File: config.mk
export PLATFORM = sky130hd
export DESIGN_NAME = bounded_ordered_list_engine_core
export DESIGN_NICKNAME = d
export VERILOG_FILES = /design/src/hw/rtl/bole_pkg.sv /design/src/hw/rtl/bounded_ordered_list_engine_core.sv /design/src/hw/rtl/bole_ram.sv /design/src/hw/rtl/bole_dp.sv /design/src/hw/rtl/bole_ctrl.sv
export SDC_FILE = /design/constraint.sdc
export NUM_CORES = 1
export LEC_CHECK = 0
export BUFFER_PORTS_ARGS = -buffer_cell sky130_fd_sc_hd__clkbuf_2
export CAP_MARGIN = 20
export CORE_UTILIZATION = 40
export DETAILED_ROUTE_END_ITERATION = 8
export PLACE_DENSITY = 0.65
export SKIP_LAST_GASP = 1
export SYNTH_ARGS = -nofsm -noshare
export SYNTH_HDL_FRONTEND = slang
export SYNTH_SLANG_ARGS = --single-unit
File: constraint.sdc
create_clock -name clock -period 5.5 [get_ports clock]
set_input_delay 1.1 -clock clock [delete_from_list [all_inputs] [get_ports clock]]
set_output_delay 1.1 -clock clock [all_outputs]
set_load 0.02 [all_outputs]
File: src/hw/rtl/bole_pkg.sv
// ----------------------------------------------------------------------------
// bole_pkg
// Shared types and constants of the bounded ordered list engine.
// ----------------------------------------------------------------------------
package bole_pkg;

   localparam int DEFAULT_DEPTH = 16;
   localparam int DATA_W        = 32;
   localparam int FUNC_W        = 2;
   localparam int POS_W         = 4;
   localparam int STATUS_W      = 3;
   localparam int COUNT_W       = 5;

   // request opcodes
   typedef enum logic [FUNC_W-1:0] {
      FN_APPEND       = 2'd0,
      FN_PREPEND      = 2'd1,
      FN_INSERT_AFTER = 2'd2,
      FN_DELETE       = 2'd3
   } func_type;

   // response status codes
   typedef enum logic [STATUS_W-1:0] {
      ST_OK        = 3'd0,
      ST_FULL      = 3'd1,
      ST_EMPTY     = 3'd2,
      ST_NOT_FOUND = 3'd3,
      ST_BAD_POS   = 3'd4
   } status_type;

   // controller states
   typedef enum logic [3:0] {
      S_IDLE,
      S_CHECK,
      S_INS_TEST,
      S_INS_MOVE,
      S_DEL_TEST,
      S_DEL_CMP,
      S_SHF_TEST,
      S_SHF_MOVE,
      S_FINISH
   } state_type;

   // RAM read address select, relative to the pointer
   typedef enum logic [1:0] {
      RD_NONE,
      RD_PREV,
      RD_HERE,
      RD_NEXT
   } rd_sel_type;

   // RAM write data select (address is always the pointer)
   typedef enum logic [1:0] {
      WR_NONE,
      WR_VALUE,
      WR_DATA
   } wr_sel_type;

   // counter step
   typedef enum logic [1:0] {
      STEP_HOLD,
      STEP_INC,
      STEP_DEC
   } step_type;

   // controller to datapath
   typedef struct packed {
      logic       load_req;
      logic       init_ins;
      logic       init_del;
      rd_sel_type rd_sel;
      wr_sel_type wr_sel;
      step_type   ptr_step;
      step_type   occ_step;
      logic       set_status;
      status_type status;
   } cmd_type;

   // datapath to controller
   typedef struct packed {
      logic is_delete;
      logic is_insert_after;
      logic occ_zero;
      logic occ_full;
      logic pos_bad;
      logic at_slot;
      logic at_end;
      logic last;
      logic match;
   } flag_type;

   localparam cmd_type CMD_IDLE = '{
      load_req:   1'b0,
      init_ins:   1'b0,
      init_del:   1'b0,
      rd_sel:     RD_NONE,
      wr_sel:     WR_NONE,
      ptr_step:   STEP_HOLD,
      occ_step:   STEP_HOLD,
      set_status: 1'b0,
      status:     ST_OK
   };

endpackage

File: src/hw/rtl/bounded_ordered_list_engine_core.sv
// ----------------------------------------------------------------------------
// bounded_ordered_list_engine_core
// Ordered list of up to DEPTH signed words: append, prepend, insert after an
// index, delete first match. One status word per request.
//
//   channel   ports                                    handshake
//   request   req_func, req_value, req_position        start & !busy
//   response  rsp_status, rsp_entry_count              rsp_valid, one cycle
//
// An error or an empty delete is answered straight from the check. Each entry
// moved takes a read then a write through the single list RAM and each entry
// searched a read then a compare, so an insert moves the entries from slot s
// up and a delete searches to the first match, then shifts the rest down.
// A new request may be accepted in the cycle its predecessor's response shows.
// Reset empties the list at once; no clearing pass. The receiver cannot stall.
// ----------------------------------------------------------------------------
module bounded_ordered_list_engine_core #(
   parameter int DEPTH = bole_pkg::DEFAULT_DEPTH
) (
   input  logic                               clock,
   input  logic                               reset,
   input  logic                               start,
   output logic                               busy,
   input  logic [bole_pkg::FUNC_W-1:0]        req_func,
   input  logic signed [bole_pkg::DATA_W-1:0] req_value,
   input  logic [bole_pkg::POS_W-1:0]         req_position,
   output logic                               rsp_valid,
   output logic [bole_pkg::STATUS_W-1:0]      rsp_status,
   output logic [bole_pkg::COUNT_W-1:0]       rsp_entry_count
);
   import bole_pkg::*;

   cmd_type  cmd;
   flag_type flags;

   bole_ctrl u_ctrl (
      .clock     (clock),
      .reset     (reset),
      .start     (start),
      .busy      (busy),
      .rsp_valid (rsp_valid),
      .flags     (flags),
      .cmd       (cmd)
   );

   bole_dp #(
      .DEPTH (DEPTH)
   ) u_dp (
      .clock           (clock),
      .reset           (reset),
      .cmd             (cmd),
      .flags           (flags),
      .req_func        (req_func),
      .req_value       (req_value),
      .req_position    (req_position),
      .rsp_status      (rsp_status),
      .rsp_entry_count (rsp_entry_count)
   );

endmodule

File: src/hw/rtl/bole_ram.sv
// ----------------------------------------------------------------------------
// bole_ram
// Generic simple dual-port RAM: one write port, one read port, registered read.
// ----------------------------------------------------------------------------
module bole_ram #(
   parameter int WIDTH = 32,
   parameter int DEPTH = 16
) (
   input  logic                     clock,
   input  logic                     wr_en,
   input  logic [$clog2(DEPTH)-1:0] wr_addr,
   input  logic [WIDTH-1:0]         wr_data,
   input  logic                     rd_en,
   input  logic [$clog2(DEPTH)-1:0] rd_addr,
   output logic [WIDTH-1:0]         rd_data
);

   logic [WIDTH-1:0] mem_ff [DEPTH];
   logic [WIDTH-1:0] rd_data_ff;

   // write port
   always_ff @(posedge clock) begin
      if (wr_en) begin
         mem_ff[wr_addr] <= wr_data;
      end
   end

   // registered read port
   always_ff @(posedge clock) begin
      if (rd_en) begin
         rd_data_ff <= mem_ff[rd_addr];
      end
   end

   assign rd_data = rd_data_ff;

endmodule

File: src/hw/rtl/bole_dp.sv
// ----------------------------------------------------------------------------
// bole_dp
// Datapath: request registers, list RAM, pointer, occupancy and status.
// ----------------------------------------------------------------------------
module bole_dp #(
   parameter int DEPTH = bole_pkg::DEFAULT_DEPTH
) (
   input  logic                                clock,
   input  logic                                reset,
   input  bole_pkg::cmd_type                   cmd,
   output bole_pkg::flag_type                  flags,
   input  logic [bole_pkg::FUNC_W-1:0]         req_func,
   input  logic signed [bole_pkg::DATA_W-1:0]  req_value,
   input  logic [bole_pkg::POS_W-1:0]          req_position,
   output logic [bole_pkg::STATUS_W-1:0]       rsp_status,
   output logic [bole_pkg::COUNT_W-1:0]        rsp_entry_count
);
   import bole_pkg::*;

   localparam int AW   = $clog2(DEPTH);
   localparam int CW   = $clog2(DEPTH + 1);
   localparam int CMPW = (CW > POS_W) ? CW : POS_W;

   func_type          func_ff;
   logic [DATA_W-1:0] value_ff;
   logic [POS_W-1:0]  pos_ff;
   logic [CW-1:0]     occ_ff, occ_in;
   logic [CW-1:0]     ptr_ff, ptr_in;
   logic [CW-1:0]     slot_ff, slot_in;
   status_type        status_ff;

   logic [CW-1:0]     ptr_next;
   logic [CW-1:0]     rd_addr_wide;
   logic              rd_en;
   logic              wr_en;
   logic [DATA_W-1:0] wr_data;
   logic [DATA_W-1:0] rd_data;

   // request capture
   always_ff @(posedge clock) begin
      if (cmd.load_req) begin
         func_ff  <= func_type'(req_func);
         value_ff <= req_value;
         pos_ff   <= req_position;
      end
   end

   assign ptr_next = CW'(ptr_ff + CW'(1));

   // insert slot
   always_comb begin
      slot_in = slot_ff;
      if (cmd.init_ins) begin
         unique case (func_ff)
            FN_PREPEND:      slot_in = '0;
            FN_INSERT_AFTER: slot_in = CW'(CW'(pos_ff) + CW'(1));
            FN_APPEND,
            FN_DELETE:       slot_in = occ_ff;
         endcase
      end
   end

   // pointer
   always_comb begin
      ptr_in = ptr_ff;
      if (cmd.init_ins) begin
         ptr_in = occ_ff;
      end else if (cmd.init_del) begin
         ptr_in = '0;
      end else begin
         unique case (cmd.ptr_step)
            STEP_INC:  ptr_in = ptr_next;
            STEP_DEC:  ptr_in = CW'(ptr_ff - CW'(1));
            default:   ptr_in = ptr_ff;
         endcase
      end
   end

   // occupancy
   always_comb begin
      unique case (cmd.occ_step)
         STEP_INC: occ_in = CW'(occ_ff + CW'(1));
         STEP_DEC: occ_in = CW'(occ_ff - CW'(1));
         default:  occ_in = occ_ff;
      endcase
   end

   always_ff @(posedge clock) begin
      if (reset) begin
         occ_ff    <= '0;
         ptr_ff    <= '0;
         slot_ff   <= '0;
         status_ff <= ST_OK;
      end else begin
         occ_ff  <= occ_in;
         ptr_ff  <= ptr_in;
         slot_ff <= slot_in;
         if (cmd.set_status) begin
            status_ff <= cmd.status;
         end
      end
   end

   // RAM port control
   always_comb begin
      unique case (cmd.rd_sel)
         RD_PREV: rd_addr_wide = CW'(ptr_ff - CW'(1));
         RD_NEXT: rd_addr_wide = ptr_next;
         default: rd_addr_wide = ptr_ff;
      endcase
   end

   assign rd_en   = (cmd.rd_sel != RD_NONE);
   assign wr_en   = (cmd.wr_sel != WR_NONE);
   assign wr_data = (cmd.wr_sel == WR_VALUE) ? value_ff : rd_data;

   bole_ram #(
      .WIDTH (DATA_W),
      .DEPTH (DEPTH)
   ) u_list_ram (
      .clock   (clock),
      .wr_en   (wr_en),
      .wr_addr (ptr_ff[AW-1:0]),
      .wr_data (wr_data),
      .rd_en   (rd_en),
      .rd_addr (rd_addr_wide[AW-1:0]),
      .rd_data (rd_data)
   );

   // status flags
   assign flags.is_delete       = (func_ff == FN_DELETE);
   assign flags.is_insert_after = (func_ff == FN_INSERT_AFTER);
   assign flags.occ_zero        = (occ_ff == '0);
   assign flags.occ_full        = (occ_ff == CW'(DEPTH));
   assign flags.pos_bad         = (CMPW'(pos_ff) >= CMPW'(occ_ff));
   assign flags.at_slot         = (ptr_ff == slot_ff);
   assign flags.at_end          = (ptr_ff == occ_ff);
   assign flags.last            = (ptr_next == occ_ff);
   assign flags.match           = (rd_data == value_ff);

   // response word
   assign rsp_status      = status_ff;
   assign rsp_entry_count = COUNT_W'(occ_ff);

endmodule

File: src/hw/rtl/bole_ctrl.sv
// ----------------------------------------------------------------------------
// bole_ctrl
// Controller: sequences check, search and one-entry-per-step shifts.
// ----------------------------------------------------------------------------
module bole_ctrl (
   input  logic               clock,
   input  logic               reset,
   input  logic               start,
   output logic               busy,
   output logic               rsp_valid,
   input  bole_pkg::flag_type flags,
   output bole_pkg::cmd_type  cmd
);
   import bole_pkg::*;

   state_type state_ff, state_in;

   always_ff @(posedge clock) begin
      if (reset) begin
         state_ff <= S_IDLE;
      end else begin
         state_ff <= state_in;
      end
   end

   // next state
   always_comb begin
      state_in = state_ff;
      unique case (state_ff)
         S_IDLE: begin
            if (start) state_in = S_CHECK;
         end
         S_CHECK: begin
            priority if (flags.is_delete) begin
               state_in = flags.occ_zero ? S_FINISH : S_DEL_TEST;
            end else if (flags.occ_full) begin
               state_in = S_FINISH;
            end else if (flags.is_insert_after && flags.pos_bad) begin
               state_in = S_FINISH;
            end else begin
               state_in = S_INS_TEST;
            end
         end
         S_INS_TEST: state_in = flags.at_slot ? S_FINISH : S_INS_MOVE;
         S_INS_MOVE: state_in = S_INS_TEST;
         S_DEL_TEST: state_in = flags.at_end ? S_FINISH : S_DEL_CMP;
         S_DEL_CMP:  state_in = flags.match ? S_SHF_TEST : S_DEL_TEST;
         S_SHF_TEST: state_in = flags.last ? S_FINISH : S_SHF_MOVE;
         S_SHF_MOVE: state_in = S_SHF_TEST;
         S_FINISH:   state_in = start ? S_CHECK : S_IDLE;
         default:    state_in = S_IDLE;
      endcase
   end

   // outputs
   always_comb begin
      cmd       = CMD_IDLE;
      busy      = 1'b1;
      rsp_valid = 1'b0;
      unique case (state_ff)
         S_IDLE: begin
            busy         = 1'b0;
            cmd.load_req = start;
         end
         S_CHECK: begin
            priority if (flags.is_delete) begin
               if (flags.occ_zero) begin
                  cmd.set_status = 1'b1;
                  cmd.status     = ST_EMPTY;
               end else begin
                  cmd.init_del = 1'b1;
               end
            end else if (flags.occ_full) begin
               cmd.set_status = 1'b1;
               cmd.status     = ST_FULL;
            end else if (flags.is_insert_after && flags.pos_bad) begin
               cmd.set_status = 1'b1;
               cmd.status     = ST_BAD_POS;
            end else begin
               cmd.init_ins = 1'b1;
            end
         end
         // move entries up until the gap reaches the slot, then store
         S_INS_TEST: begin
            if (flags.at_slot) begin
               cmd.wr_sel     = WR_VALUE;
               cmd.occ_step   = STEP_INC;
               cmd.set_status = 1'b1;
               cmd.status     = ST_OK;
            end else begin
               cmd.rd_sel = RD_PREV;
            end
         end
         S_INS_MOVE: begin
            cmd.wr_sel   = WR_DATA;
            cmd.ptr_step = STEP_DEC;
         end
         // linear search for the first match
         S_DEL_TEST: begin
            if (flags.at_end) begin
               cmd.set_status = 1'b1;
               cmd.status     = ST_NOT_FOUND;
            end else begin
               cmd.rd_sel = RD_HERE;
            end
         end
         S_DEL_CMP: begin
            if (!flags.match) cmd.ptr_step = STEP_INC;
         end
         // close the gap left by the match
         S_SHF_TEST: begin
            if (flags.last) begin
               cmd.occ_step   = STEP_DEC;
               cmd.set_status = 1'b1;
               cmd.status     = ST_OK;
            end else begin
               cmd.rd_sel = RD_NEXT;
            end
         end
         S_SHF_MOVE: begin
            cmd.wr_sel   = WR_DATA;
            cmd.ptr_step = STEP_INC;
         end
         S_FINISH: begin
            busy         = 1'b0;
            rsp_valid    = 1'b1;
            cmd.load_req = start;
         end
         default: begin
            busy = 1'b1;
         end
      endcase
   end

endmodule

==> results.toml <==
[worst_setup_path]
cp-startpoint = "u_dp.ptr_ff[0]"
crit_arrival_ps = 5120
crit_type = "reg -> reg"
start_kind = "flop"
regToRegSetupSlack_ps = 770
slowest_stage = "dfxtp_1"
crit_end = "u_dp.u_list_ram.rd_data[20]"
reg2reg_from = "u_dp.ptr_ff[0]"
path_cells = "inv_1 > ha_1 > xor2_1 > a211oi_2 > o311ai_4 > a32o_2 > xnor2_4 > nor3_4 > buf_4 > a22oi_1 > o211a_1"
crit_family = "compound AO/OA/AOI/OAI gates"
worst-path-stages = 11
path_buf_inv = 2
ff2ff_path_depth = 11
end_kind = "flop"
crit_path_max_fanout = 22
slowest_delay_ps = 730
required_ps = 5890
r2r_end = "u_dp.u_list_ram.rd_data[20]"

[synthesis]
synth_top_area_share = 0.6955
yosysWarnings = 0
synth.ff_latch_count = 604
synth_edf_count = 582
ys_seq_area_frac = 0.7131
ys_types = 67
netlist.top_cell.by_area = "edfxtp_1"
avgSynthCellArea_um2 = 15.53
postSynthNetCount = 1677
async_flop_share = 0
synthTopCellsByArea = "edfxtp_1 (70%), mux2i_1 (5.1%), a211oi_1 (2.1%)"
syn-cell-area_mm2 = 0.02513
syn-instance-count = 1618
synth_ff_type = "edfxtp_1"

[route]
dr.pass1.iters = 5
dr_total_vias = 15040
routed_wirelength_mm = 66.23
viasPerCell = 5.896
drtAntennaViolNets = 0
wl_per_cell_um = 25.96
drc = 0
dr.first_iter.drc_count = 1782

[placed_design]
pre_cts_ws_ps = 830.7
place_congestion = 0.8160
dp.cells = 2445
io_buffers = 50
dpl-instance-area_mm2 = 0.02667
place_hpwl_mm = 34.98

[min_path]
hp-class = "reg -> reg"
hp-start = "u_dp.rsp_status[0]"

[grt]
met2_usage = 0.3265
antenna_found_initial = 0
grt_pass1_vias = 14720
grt_pass1_wl_mm = 97.11
grt.overflow.total = 0
grt_max_degree = 70
grt-busiest-layer = "met2"
grtUsageTotal = 0.2074
grt_util_met3 = 0.04006
grt.met1_usage = 0.2879

[sta]
fin_setup_tns_ps = 0
fin_hold_ws_ps = 467.6
layout_min_cycle_time_ps = 4731
clock.fmax_ghz = 0.2114
tightest_slew_ps = 1006
rsz0062_at_grt = "no"
fin_crit_sh = 0.8601
relSlewSlack = 0.3275
skew_ps = 21.94
drv_slew = 0
hold_violations = 0
setup_viol = 0
postLayoutSetupSlackWorst_ps = 769.4

[clock_network]
cts_tree = "done"
ctsResizeCount = 0
clk_pin_slew_worst_paths_ps = 70
cts_setup_buffers = 0
cts_buffers = 58
cts_max_path_buffers = 3
cts.sinks = 604
clock_latency_ps = 630
htree_num_levels = 2
cts_root_buf = "clkbuf_16"
hold_buffers = 0

[floorplanning]
fp.dieH_um = 252.6
initial_utilization = 0.4057
die_area_mm2 = 0.06382
ios = 51
core_area_mm2 = 0.06194
die_w_um = 252.6
num_rows = 91

[cells_and_area]
layout.cells.non_filler = 2551
drive_above_1_share = 0.1476
area_growth_pct = 13.46
utilization = 0.4603
fillers = 5330
final_area_mm2 = 0.02851
nNetsFinal = 1728
diodes = 0

[power_and_ir_drop]
p_leak_nw = 9.383
powerDensity_mw_per_mm2 = 344.7
ir_worst_vdd_uv = 282.2
finalPower_mw = 9.826

[flow_run]
maxCapViolCount = 0

[run_status]
outcome = "finished, final reports clean"
[Yosys cell counts (17+ instances only)]
library cell,instances
clkbuf_1,61
nor2_1,46
xor2_1,40
and3_1,64
nand2_1,87
nand3_1,45
edfxtp_1,582
ha_1,17
nor3_1,18
o311ai_1,31
mux2_2,32
buf_2,32
o211a_1,32
a211oi_1,70
a32oi_1,32
o21ai_0,41
a21oi_1,46
a22oi_1,37
a211o_1,33
dfxtp_1,22
mux2i_1,129
[routing by layer]
layer  up-vias  wire (µm)
li1       6535          -
met1      7640      27790
met2       747      30790
met3       118       5795
met4         0       1845
met5         -          0
[power by group]
group | internal (mW) | switching (mW)
Sequential | 5.06 | 0.0338
Clock | 2.15 | 1.70
Combinational | 0.324 | 0.550
[cells in the final DEF, fill, tap and decap left out, drive strengths merged, types with 4 or more instances in the layout]
master    n
xnor2    18
nor4      8
inv      14
edfxtp  582
nand2    88
a31oi     7
nor3     21
o21ai    41
clkinv   26
and3     64
nand2b    8
nand3    45
dfxtp    22
xor2     41
a211o    33
o211a    32
mux2     35
mux2i   129
o311ai   32
a21o      5
nor2     46
a32oi    32
a21oi    47
and2      4
a211oi   71
bufinv    4
buf      51
a22oi    37
ha       17
clkbuf  123
[kinds of logic (layout without fill, tap and decap cells)]
| family | count (synthesis) | in the layout | synth area share |
|---|---|---|---|
| XOR/XNOR | 59 | 59 | 0.02251 |
| AND/OR/NAND/NOR | 297 | 297 | 0.05831 |
| multiplexers | 164 | 164 | 0.06722 |
| buffers and inverters | 122 | 218 | 0.02206 |
| adder cells (fa/ha/maj) | 18 | 18 | 0.009262 |
| flip-flops | 604 | 604 | 0.7131 |
| AO/OA/AOI/OAI | 354 | 354 | 0.1076 |
[worst register-to-register path, stage by stage (launching register included)]
cell and delay (ps):
dfxtp_1 730, inv_1 330, ha_1 450, xor2_1 180
a211oi_2 240, o311ai_4 260, a32o_2 410, xnor2_4 270
nor3_4 700, buf_4 540, a22oi_1 210, o211a_1 170
[layout make-up]
cell class | count | area (µm²) | share of cell area
Clock inverter | 32 | 286.5 | 0.01005
Sequential cell | 604 | 17920 | 0.6285
Multi-Input combinational cell | 892 | 6907 | 0.2423
Tap cell | 837 | 1047 | 0.03673
Clock buffer | 73 | 1528 | 0.05359
Inverter | 12 | 45.04 | 0.001580
Timing Repair Buffer | 101 | 778.2 | 0.02730
[worst min path at each step]
stage / endpoint / slack [ps] / cells past startpoint
after floorplan: u_dp.slot_ff[0] / 480 / 2
after global placement: u_dp.rsp_status[0] / 460 / 2
after detailed placement: u_dp.rsp_status[0] / 470 / 2
after CTS: u_dp.rsp_status[0] / 480 / 2
after global routing: u_dp.rsp_status[0] / 490 / 2
final: u_dp.rsp_status[0] / 470 / 2
[flip-flops by register name (all words and copies together) (netlist names)]
| name | flops |
|---|---|
| u_ctrl.state_ff | 4 |
| u_dp.u_list_ram.rd_data | 32 |
| u_dp.value_ff | 32 |
| u_dp.func_ff | 2 |
| u_dp.rsp_status | 3 |
| u_dp.u_list_ram.mem_ff | 512 |
| u_dp.ptr_ff | 5 |
| u_dp.slot_ff | 5 |
| u_dp.pos_ff | 4 |
| u_dp.rsp_entry_count | 5 |
No activity file was read; power rests on OpenSTA's default activity.
